`src/rtl/rpn_pkg.sv`:
```
// ----------------------------------------------------------------------------
// RPN calculator package
// Shared types, codes and sizes for the stack calculator and its units.
// ----------------------------------------------------------------------------
package rpn_pkg;

	localparam int STACK_DEPTH = 16;
	localparam int DEPTH_W     = $clog2(STACK_DEPTH + 1);
	localparam int IDX_W       = $clog2(STACK_DEPTH);

	// Quotient magnitude of (a * 2^16) / b spans 48 bits.
	localparam int DIV_STEPS = 48;
	localparam int DIV_CNT_W = $clog2(DIV_STEPS);

	localparam logic signed [31:0] Q_MAX = 32'sh7FFF_FFFF;
	localparam logic signed [31:0] Q_MIN = 32'sh8000_0000;

	typedef enum logic [2:0] {
		REQ_PUSH = 3'd0,
		REQ_ADD  = 3'd1,
		REQ_SUB  = 3'd2,
		REQ_MUL  = 3'd3,
		REQ_DIV  = 3'd4
	} req_code_t;

	typedef enum logic [1:0] {
		ST_OK        = 2'd0,
		ST_UNDERFLOW = 2'd1,
		ST_DIVZERO   = 2'd2,
		ST_FULL      = 2'd3
	} status_t;

	// Stack movement applied at commit.
	typedef enum logic [1:0] {
		ACT_HOLD,
		ACT_PUSH,
		ACT_POP2,
		ACT_REPLACE
	} act_t;

	// Per-cell source select.
	typedef enum logic [1:0] {
		CELL_HOLD,
		CELL_PREV,
		CELL_NEXT1,
		CELL_NEXT2
	} cell_mode_t;

	typedef enum logic [2:0] {
		S_IDLE,
		S_EXEC,
		S_MUL,
		S_DIV,
		S_DONE
	} state_t;

	typedef struct packed {
		logic [2:0]         req_type;
		logic signed [31:0] operand_value;
	} req_t;

	typedef struct packed {
		status_t              status;
		logic signed [31:0]   top_value;
		logic                 top_valid;
		logic [DEPTH_W-1:0]   stack_depth;
	} rsp_t;

endpackage

```
`src/rtl/rpn_cell.sv`:
```
// ----------------------------------------------------------------------------
// RPN stack cell
// One stack entry; loads from its upper neighbor, its lower neighbors or holds.
// ----------------------------------------------------------------------------
module rpn_cell import rpn_pkg::*; (
	input  logic               clk,
	input  cell_mode_t         mode,
	input  logic signed [31:0] prev,
	input  logic signed [31:0] next1,
	input  logic signed [31:0] next2,
	output logic signed [31:0] val
);

	logic signed [31:0] val_q;

	always_ff @(posedge clk) begin
		case (mode)
			CELL_PREV:  val_q <= prev;
			CELL_NEXT1: val_q <= next1;
			CELL_NEXT2: val_q <= next2;
			default:    val_q <= val_q;
		endcase
	end

	assign val = val_q;

endmodule

```
`src/rtl/rpn_div.sv`:
```
// ----------------------------------------------------------------------------
// RPN divider
// Radix-2 restoring divider for (a * 2^16) / b, truncated, saturated to 32 bits.
// ----------------------------------------------------------------------------
module rpn_div import rpn_pkg::*; (
	input  logic               clk,
	input  logic               arst_n,
	input  logic               start,
	input  logic signed [31:0] dividend,
	input  logic signed [31:0] divisor,
	output logic               done,
	output logic signed [31:0] quotient
);

	logic                 busy_q;
	logic                 done_q;
	logic                 neg_q;
	logic [DIV_CNT_W-1:0] cnt_q;
	logic [31:0]          rem_q;
	logic [31:0]          den_q;
	logic [47:0]          num_q;

	logic [31:0] abs_a;
	logic [31:0] abs_b;
	logic [32:0] trial;
	logic        qbit;
	logic [31:0] rem_nx;
	logic        pos_fit;
	logic        neg_fit;

	assign abs_a = dividend[31] ? 32'(-dividend) : 32'(dividend);
	assign abs_b = divisor[31] ? 32'(-divisor) : 32'(divisor);

	// Remainder stays below the divisor, so one bit of headroom is enough.
	assign trial  = {rem_q, num_q[47]} - {1'b0, den_q};
	assign qbit   = ~trial[32];
	assign rem_nx = qbit ? trial[31:0] : {rem_q[30:0], num_q[47]};

	always_ff @(posedge clk or negedge arst_n) begin
		if (!arst_n) begin
			busy_q <= 1'b0;
			done_q <= 1'b0;
			neg_q  <= 1'b0;
			cnt_q  <= '0;
		end else begin
			done_q <= 1'b0;
			if (start) begin
				busy_q <= 1'b1;
				neg_q  <= dividend[31] ^ divisor[31];
				cnt_q  <= '0;
			end else if (busy_q) begin
				cnt_q <= cnt_q + 1'b1;
				if (cnt_q == DIV_CNT_W'(DIV_STEPS - 1)) begin
					busy_q <= 1'b0;
					done_q <= 1'b1;
				end
			end
		end
	end

	always_ff @(posedge clk) begin
		if (start) begin
			num_q <= {abs_a, 16'h0000};
			den_q <= abs_b;
			rem_q <= '0;
		end else if (busy_q) begin
			num_q <= {num_q[46:0], qbit};
			rem_q <= rem_nx;
		end
	end

	// Saturate the magnitude per sign of the quotient.
	assign pos_fit = (num_q[47:31] == '0);
	assign neg_fit = (num_q[47:32] == '0) && (!num_q[31] || (num_q[30:0] == '0));

	always_comb begin
		if (neg_q) begin
			quotient = neg_fit ? 32'(-num_q[31:0]) : Q_MIN;
		end else begin
			quotient = pos_fit ? num_q[31:0] : Q_MAX;
		end
	end

	assign done = done_q;

`ifndef SYNTHESIS
	a_start_idle: assert property (@(posedge clk) disable iff (!arst_n)
		start |-> !busy_q)
		else $error("divider started while busy");
	a_done_pulse: assert property (@(posedge clk) disable iff (!arst_n)
		done_q |=> !done_q)
		else $error("divider done held longer than one cycle");
	a_done_after_busy: assert property (@(posedge clk) disable iff (!arst_n)
		done_q |-> $past(busy_q) && !busy_q)
		else $error("divider done without a finished run");
`endif

endmodule

```
`src/rtl/rpn_stack_calculator.sv`:
```
// ----------------------------------------------------------------------------
// RPN stack calculator
// Reverse Polish calculator on signed Q16.16 values held in a chain of cells.
// ----------------------------------------------------------------------------
//
//  channel | valid     | stall     | payload | carries
//  --------+-----------+-----------+---------+--------------------------------
//  request | req_valid | req_stall | req     | push value or arithmetic op
//  result  | rsp_valid | rsp_stall | rsp     | status, top, top_valid, depth
//
//  From accept to commit, push, add, subtract and unknown codes pass the EXEC
//  and DONE states, multiply also MUL, and divide waits in DIV on the 48-step
//  radix-2 divider. A request can be accepted in the cycle after commit; one
//  item is in work at a time.
//  Reset clears the control state and the depth; stack cells are not cleared,
//  and only cells below the depth are ever read.
//  A held result does not block the next accept; a commit waits until the
//  result register is free.
//
// The stack is a row of cells with the top in cell 0. A push shifts every
// cell down by one, an operation replaces the two top entries by its result
// (cell 0 loads the result, the rest shift up by one), and a divide by zero
// drops both operands (everything shifts up by two).
// ----------------------------------------------------------------------------
module rpn_stack_calculator import rpn_pkg::*; (
	input  logic clk,
	input  logic arst_n,
	input  logic req_valid,
	output logic req_stall,
	input  req_t req,
	output logic rsp_valid,
	input  logic rsp_stall,
	output rsp_t rsp
);

	state_t             state_q, state_d;
	req_t               req_q;
	status_t            status_q, status_d;
	act_t               act_q, act_d;
	logic signed [31:0] res_q, res_d;
	logic [DEPTH_W-1:0] dep_q, dep_new;
	logic signed [63:0] prod_q;
	rsp_t               rsp_q, rsp_d;
	logic               rsp_valid_q;

	logic               ld_prod;
	logic               div_start;
	logic               div_done;
	logic signed [31:0] div_quo;
	logic               commit;

	logic signed [31:0] cell_val [STACK_DEPTH];
	cell_mode_t         mode_top, mode_rest;
	logic signed [31:0] top_in;
	logic signed [31:0] top_new;

	logic signed [31:0] lhs, rhs;
	logic signed [32:0] add_w, sub_w;
	logic signed [31:0] add_sat, sub_sat;
	logic signed [63:0] mul_t;
	logic signed [47:0] mul_sh;
	logic signed [31:0] mul_sat;
	logic               few_ops;
	logic               full;

	// ------------------------------------------------------------------
	// Stack cells
	// ------------------------------------------------------------------
	for (genvar i = 0; i < STACK_DEPTH; i++) begin : g_cell
		logic signed [31:0] prev_w, next1_w, next2_w;
		if (i == 0) begin : g_head
			assign prev_w = top_in;
		end else begin : g_body
			assign prev_w = cell_val[i-1];
		end
		if (i + 1 < STACK_DEPTH) begin : g_n1
			assign next1_w = cell_val[i+1];
		end else begin : g_n1_end
			assign next1_w = '0;
		end
		if (i + 2 < STACK_DEPTH) begin : g_n2
			assign next2_w = cell_val[i+2];
		end else begin : g_n2_end
			assign next2_w = '0;
		end
		rpn_cell u_cell (
			.clk   (clk),
			.mode  ((i == 0) ? mode_top : mode_rest),
			.prev  (prev_w),
			.next1 (next1_w),
			.next2 (next2_w),
			.val   (cell_val[i])
		);
	end

	// ------------------------------------------------------------------
	// Arithmetic on the two top entries (top is the right operand)
	// ------------------------------------------------------------------
	assign rhs = cell_val[0];
	assign lhs = cell_val[1];

	assign add_w   = 33'(lhs) + 33'(rhs);
	assign sub_w   = 33'(lhs) - 33'(rhs);
	assign add_sat = (add_w[32] != add_w[31]) ? (add_w[32] ? Q_MIN : Q_MAX) : add_w[31:0];
	assign sub_sat = (sub_w[32] != sub_w[31]) ? (sub_w[32] ? Q_MIN : Q_MAX) : sub_w[31:0];

	// Round half up, then drop 16 fraction bits (floor) and saturate.
	assign mul_t   = prod_q + 64'sd32768;
	assign mul_sh  = mul_t[63:16];
	assign mul_sat = ((mul_sh[47:31] == '0) || (mul_sh[47:31] == '1)) ? mul_sh[31:0]
		: (mul_sh[47] ? Q_MIN : Q_MAX);

	rpn_div u_div (
		.clk      (clk),
		.arst_n   (arst_n),
		.start    (div_start),
		.dividend (lhs),
		.divisor  (rhs),
		.done     (div_done),
		.quotient (div_quo)
	);

	assign few_ops = (dep_q < DEPTH_W'(2));
	assign full    = (dep_q == DEPTH_W'(STACK_DEPTH));

	// ------------------------------------------------------------------
	// Control
	// ------------------------------------------------------------------
	always_ff @(posedge clk or negedge arst_n) begin
		if (!arst_n) begin
			state_q <= S_IDLE;
		end else begin
			state_q <= state_d;
		end
	end

	always_comb begin
		state_d   = state_q;
		status_d  = status_q;
		act_d     = act_q;
		res_d     = res_q;
		ld_prod   = 1'b0;
		div_start = 1'b0;
		commit    = 1'b0;
		req_stall = (state_q != S_IDLE);
		unique case (state_q)
			S_IDLE: begin
				if (req_valid) begin
					state_d = S_EXEC;
				end
			end
			S_EXEC: begin
				status_d = ST_OK;
				act_d    = ACT_HOLD;
				state_d  = S_DONE;
				case (req_q.req_type) inside
					REQ_PUSH: begin
						if (full) begin
							status_d = ST_FULL;
						end else begin
							act_d = ACT_PUSH;
						end
					end
					REQ_ADD, REQ_SUB, REQ_MUL, REQ_DIV: begin
						if (few_ops) begin
							status_d = ST_UNDERFLOW;
						end else if (req_q.req_type == REQ_ADD) begin
							act_d = ACT_REPLACE;
							res_d = add_sat;
						end else if (req_q.req_type == REQ_SUB) begin
							act_d = ACT_REPLACE;
							res_d = sub_sat;
						end else if (req_q.req_type == REQ_MUL) begin
							act_d   = ACT_REPLACE;
							ld_prod = 1'b1;
							state_d = S_MUL;
						end else if (rhs == '0) begin
							status_d = ST_DIVZERO;
							act_d    = ACT_POP2;
						end else begin
							act_d     = ACT_REPLACE;
							div_start = 1'b1;
							state_d   = S_DIV;
						end
					end
					default: begin
						// Unknown codes leave the stack as it is.
					end
				endcase
			end
			S_MUL: begin
				res_d   = mul_sat;
				state_d = S_DONE;
			end
			S_DIV: begin
				if (div_done) begin
					res_d   = div_quo;
					state_d = S_DONE;
				end
			end
			S_DONE: begin
				if (!rsp_valid_q || !rsp_stall) begin
					commit  = 1'b1;
					state_d = S_IDLE;
				end
			end
			default: begin
				state_d = S_IDLE;
			end
		endcase
	end

	// ------------------------------------------------------------------
	// Commit: move the cells, update the depth, build the result item
	// ------------------------------------------------------------------
	always_comb begin
		mode_top  = CELL_HOLD;
		mode_rest = CELL_HOLD;
		top_in    = res_q;
		dep_new   = dep_q;
		top_new   = cell_val[0];
		case (act_q)
			ACT_PUSH: begin
				mode_top  = CELL_PREV;
				mode_rest = CELL_PREV;
				top_in    = req_q.operand_value;
				dep_new   = dep_q + 1'b1;
				top_new   = req_q.operand_value;
			end
			ACT_REPLACE: begin
				mode_top  = CELL_PREV;
				mode_rest = CELL_NEXT1;
				dep_new   = dep_q - 1'b1;
				top_new   = res_q;
			end
			ACT_POP2: begin
				mode_top  = CELL_NEXT2;
				mode_rest = CELL_NEXT2;
				dep_new   = dep_q - DEPTH_W'(2);
				top_new   = cell_val[2];
			end
			default: begin
			end
		endcase
		if (!commit) begin
			mode_top  = CELL_HOLD;
			mode_rest = CELL_HOLD;
		end
		rsp_d.status      = status_q;
		rsp_d.top_valid   = (dep_new != '0);
		rsp_d.top_value   = (dep_new != '0) ? top_new : '0;
		rsp_d.stack_depth = dep_new;
	end

	always_ff @(posedge clk or negedge arst_n) begin
		if (!arst_n) begin
			dep_q       <= '0;
			rsp_valid_q <= 1'b0;
			act_q       <= ACT_HOLD;
		end else begin
			act_q <= act_d;
			if (commit) begin
				dep_q       <= dep_new;
				rsp_valid_q <= 1'b1;
			end else if (!rsp_stall) begin
				rsp_valid_q <= 1'b0;
			end
		end
	end

	// Payload registers: hold the request, status, result, product and the result item.
	always_ff @(posedge clk) begin
		if (req_valid && !req_stall) begin
			req_q <= req;
		end
		status_q <= status_d;
		res_q    <= res_d;
		if (ld_prod) begin
			prod_q <= 64'(lhs) * 64'(rhs);
		end
		if (commit) begin
			rsp_q <= rsp_d;
		end
	end

	assign rsp_valid = rsp_valid_q;
	assign rsp       = rsp_q;

`ifndef SYNTHESIS
	a_depth_range: assert property (@(posedge clk) disable iff (!arst_n)
		dep_q <= DEPTH_W'(STACK_DEPTH))
		else $error("stack depth beyond capacity");
	a_top_valid: assert property (@(posedge clk) disable iff (!arst_n)
		rsp_valid |-> (rsp.top_valid == (rsp.stack_depth != '0)))
		else $error("top_valid disagrees with depth");
	a_div_done_state: assert property (@(posedge clk) disable iff (!arst_n)
		div_done |-> state_q == S_DIV)
		else $error("divider finished outside a divide");
	a_commit_result: assert property (@(posedge clk) disable iff (!arst_n)
		commit |=> rsp_valid && rsp.stack_depth == $past(dep_new))
		else $error("commit did not present its result");
`endif

endmodule
```
`config.mk`:
```
export PLATFORM = sky130hd
export DESIGN_NAME = rpn_stack_calculator
export DESIGN_NICKNAME = d
export VERILOG_FILES = /design/src/rtl/rpn_pkg.sv /design/src/rtl/rpn_cell.sv /design/src/rtl/rpn_div.sv /design/src/rtl/rpn_stack_calculator.sv
export SDC_FILE = /design/constraint.sdc
export NUM_CORES = 2
export LEC_CHECK = 0
export BUFFER_PORTS_ARGS = -buffer_cell sky130_fd_sc_hd__buf_2
export CORE_ASPECT_RATIO = 1.25
export CORE_MARGIN = 8
export CORE_UTILIZATION = 58
export CTS_CLUSTER_SIZE = 28
export DETAILED_ROUTE_END_ITERATION = 8
export PLACE_DENSITY = 0.77
export SETUP_SLACK_MARGIN = 0.3
export SYNTH_ARGS = -nofsm -noshare
export SYNTH_HDL_FRONTEND = slang
export SYNTH_SLANG_ARGS = --single-unit
```
`constraint.sdc`:
```
create_clock -name clk -period 17.3 [get_ports clk]
set_input_delay 3.46 -clock clk [delete_from_list [all_inputs] [get_ports clk]]
set_output_delay 3.46 -clock clk [all_outputs]
set_load 0.05 [all_outputs]
```
==> PnR_summary.wiki <==
{| class="wikitable"
! Metric !! Value
|-
| Maximum number of pins on one net before global-route repair || 270
|-
| Fill cell instance count of the final layout || 11390
|-
| Die height || 434.5 microns
|-
| Total wirelength of the detailed-routed design || 227800 microns
|-
| Global-route wire length before repair || 357700 microns
|-
| Worst max-slew margin expressed relative to the limit || 0.06998
|-
| Top library cells by usage in the layout, fill and taps aside || 1104 x sky130_fd_sc_hd__inv_1, 1085 x sky130_fd_sc_hd__fa_1, 1058 x sky130_fd_sc_hd__nand2_1
|-
| Crit path launch type || flop
|-
| Share of cells above drive strength 1 || 0.04875
|-
| Pre-CTS setup slack || 7.793 ns
|-
| Final hold violation count || 0
|-
| Gr usage total || 0.3020
|-
| Row count || 153
|-
| CP max FO || 19
|-
| Netlist area before placement || 81250 sq um
|-
| Area growth syn-to-layout || 5.656%
|-
| Starting DRT DRC Count || 5650
|-
| Core region area || 139200 sq um
|-
| Clock Sink Count || 802
|-
| Slew Limit Fails || 0
|-
| Antenna violations before repair || 8
|-
| Count of different cell masters after synthesis || 86
|-
| Post-synth ARST share || 0.02494
|-
| Effective utilization at floorplan || 0.5838
|-
| Unrepaired setup endpoints after global routing || no
|-
| Avg WL per Cell || 23.06 microns
|-
| First-pass detailed-route iteration total || 6
|-
| Net count of the finished layout || 9364
|-
| Final total negative setup slack || 0 ns
|-
| Clock tree from TritonCTS || done
|-
| Post-DP HPWL || 164100 microns
|-
| Synthesis warning total || 0
|-
| Post-Syn Nets || 9614
|-
| # Max-Cap Violations || 0
|-
| Synthesized netlist cell count || 8200
|-
| Req. time, crit path || 17.76 ns
|-
| Sequential share of the synthesized area || 0.2893
|-
| H-tree depth || 3
|-
| CTS root buf || sky130_fd_sc_hd__clkbuf_16
|-
| Worst Slack Setup Final || 7.670 ns
|-
| Critical Path AT || 10.09 ns
|-
| Flip-flop and latch count after synthesis || 802
|-
| Buffer levels on the longest clock path || 3
|-
| Nature of the critical path endpoint || flop
|-
| Area occupied by multi-input gates || 51620 sq um
|-
| Number of enable flip-flop cells after synthesis || 734
|-
| Drt drc || 0
|-
| Main flop type after synthesis || sky130_fd_sc_hd__edfxtp_1
|-
| Transition at the pin with the smallest max-transition slack || 1.380 ns
|-
| Most frequent standard cell in the layout excluding fill and tap cells || sky130_fd_sc_hd__inv_1
|-
| Utilization after layout || 0.6169
|-
| Mean instance size in the synthesized netlist || 9.909 sq um
|-
| Outcome || complete, no violations
|-
| Storage cell area || 23510 sq um
|-
| Number of input and output port buffers inserted || 80
|-
| Share of the clock period used by the worst path || 0.5567
|-
| Category of the most critical setup path || flop to flop
|-
| Post-CTS Setup Bufs || 0
|-
| Number of top-level design ports || 81
|-
| Worst hold path class || flop to flop
|-
| Die outline width || 350.8 microns
|-
| Max Clk Rate || 103.8 MHz
|-
| Hold-fix buffer count after cts || 0
|-
| Number of antenna-violating nets in the routed design || 0
|-
| Clock latency on the worst-skew pair || 0.74 ns
|-
| Final Wtd Congestion || 1.027
|-
| Final setup skew || 0.04215 ns
|-
| CTS clk-pin slew, worst paths || 0.06 ns
|-
| Total via count in the routed design || 60390
|-
| Clock buffers created by TritonCTS || 87
|-
| Number of vias per cell after detailed routing || 6.112
|-
| Aggregate global routing overflow || 0
|-
| Shortest clock period the worst path allows after layout || 9.630 ns
|-
| Vias in the first global route || 62960
|-
| Area of the die || 152400 sq um
|-
| PostCTS Resize Cnt || 0
|-
| Final setup violating endpoints || 0
|}
==> cell type report <==
cell class / instances / area share
Inverter: 1111 / 0.04858
Sequential cell: 802 / 0.2738
Clock inverter: 57 / 0.006850
Antenna cell: 1 / 0.00002915
Multi-Input combinational cell: 5748 / 0.6013
Clock buffer: 102 / 0.02674
Tap cell: 1860 / 0.02711
Timing Repair Buffer: 200 / 0.01559
==> path summary, 6_finish.rpt <==
path                                         start           end  slack [ns]  cells after the start
min in group asynchronous                   arst_n     rsp_valid        2.71                      1
max reg2reg                g_cell[1].u_cell.val[6]    prod_q[50]        7.67                     27
max                        g_cell[1].u_cell.val[6]    prod_q[50]        7.67                     27
max in group asynchronous                   arst_n  u_div.busy_q       14.19                      1
min                                    status_q[1]       rsp[39]        0.42                      0
min reg2reg                            status_q[1]       rsp[39]        0.42                      0
==> Yosys cell counts (22+ instances only) <==
cell,n,area (sq um)
sky130_fd_sc_hd__inv_1,1106,4151
sky130_fd_sc_hd__fa_1,1085,21720
sky130_fd_sc_hd__nand2_1,1060,3979
sky130_fd_sc_hd__edfxtp_1,734,22040
sky130_fd_sc_hd__o21ai_0,626,3133
sky130_fd_sc_hd__mux2i_1,496,4965
sky130_fd_sc_hd__clkbuf_1,495,1858
sky130_fd_sc_hd__and2_1,477,2984
sky130_fd_sc_hd__ha_1,290,3628
sky130_fd_sc_hd__nor2_1,285,1070
sky130_fd_sc_hd__a21oi_1,272,1361
sky130_fd_sc_hd__xnor2_1,169,1480
sky130_fd_sc_hd__nand3_1,95,475.5
sky130_fd_sc_hd__xor2_1,73,639.4
sky130_fd_sc_hd__a21o_1,66,495.5
sky130_fd_sc_hd__a211oi_1,65,488.0
sky130_fd_sc_hd__nand2b_1,57,356.6
sky130_fd_sc_hd__o21a_1,50,375.4
sky130_fd_sc_hd__dfxtp_1,48,960.9
sky130_fd_sc_hd__nor3_1,46,230.2
sky130_fd_sc_hd__a221oi_1,37,324.1
sky130_fd_sc_hd__a22oi_1,35,262.8
sky130_fd_sc_hd__nand4_1,31,193.9
sky130_fd_sc_hd__o211ai_1,31,232.7
sky130_fd_sc_hd__o311ai_0,30,262.8
sky130_fd_sc_hd__a31oi_1,28,175.2
sky130_fd_sc_hd__and3_1,28,175.2
sky130_fd_sc_hd__o31ai_1,27,202.7
sky130_fd_sc_hd__or3_1,27,168.9
sky130_fd_sc_hd__nor2b_1,25,156.4
sky130_fd_sc_hd__buf_1,22,82.58
sky130_fd_sc_hd__nor4_1,22,137.6
==> cell families (layout without fill, tap and decap cells) <==
family	count (synthesis)	after routing	share of synthesized area
xor gates and xnor gates	243	243	0.02629
other	0	1	0
muxes	498	498	0.06138
adders and majority gates	1375	1375	0.3120
buffers and inverters	1650	1470	0.07678
DFF	802	802	0.2893
and+or+nand+nor	2238	2238	0.1306
AOI/OAI and AO/OA	1394	1394	0.1038
==> sequential cells by signal, indices dropped and copies added, names as in the netlist <==
register	cells
req_q	35
rsp	40
u_div.done	1
res_q	32
u_div.cnt_q	6
act_q	2
u_div.busy_q	1
u_div.den_q	32
u_div.neg_q	1
state_q	3
u_div.rem_q	32
status_q	2
prod_q	49
dep_q	5
rsp_valid	1
g_cell.u_cell.val	512
u_div.num_q	48
==> critical path: stages (launching register included) <==
cell and delay, ns:
sky130_fd_sc_hd__edfxtp_1 0.35, sky130_fd_sc_hd__buf_4 0.44, sky130_fd_sc_hd__clkinv_1 0.40, sky130_fd_sc_hd__buf_4 0.33, sky130_fd_sc_hd__nor2_1 0.16, sky130_fd_sc_hd__fa_1 0.43
sky130_fd_sc_hd__fa_1 0.39, sky130_fd_sc_hd__fa_1 0.48, sky130_fd_sc_hd__inv_1 0.05, sky130_fd_sc_hd__fa_1 0.47, sky130_fd_sc_hd__inv_1 0.05, sky130_fd_sc_hd__fa_1 0.50
sky130_fd_sc_hd__inv_1 0.06, sky130_fd_sc_hd__fa_1 0.53, sky130_fd_sc_hd__inv_1 0.05, sky130_fd_sc_hd__fa_1 0.49, sky130_fd_sc_hd__fa_1 0.41, sky130_fd_sc_hd__ha_1 0.40
sky130_fd_sc_hd__a211oi_1 0.23, sky130_fd_sc_hd__nand2_1 0.09, sky130_fd_sc_hd__a221oi_1 0.99, sky130_fd_sc_hd__a211oi_1 0.21, sky130_fd_sc_hd__o21ai_0 0.37, sky130_fd_sc_hd__a2111oi_2 0.18
sky130_fd_sc_hd__o21ai_0 0.44, sky130_fd_sc_hd__o21ai_0 0.30, sky130_fd_sc_hd__a311oi_1 0.41, sky130_fd_sc_hd__xnor2_1 0.11
==> layer usage <==
| layer | vias up | global-route usage | part of all wire |
|---|---|---|---|
| met1 | 30170 | 0.3712 | 0.37 |
| li1 | 26490 | - | - |
| met3 | 859 | 0.06440 | 0.091 |
| met5 | - | 0.006591 | 0.00097 |
| met2 | 2858 | 0.4878 | 0.46 |
| met4 | 12 | 0.1875 | 0.075 |
==> per-stage QoR <==
step	hold slack (ns)	instances	cell area, sq um
detailed placement	0.4045	9721	82960
finish	0.4231	9881	85850
global placement	0.4081	9721	82960
CTS	0.4196	9880	85850
global route	0.4260	9880	85850
floorplan	0.4003	8200	81250
Power is left out: the tool's default activity adds up to more than one toggle a clock period on the data nets, which glitch-free logic cannot reach.
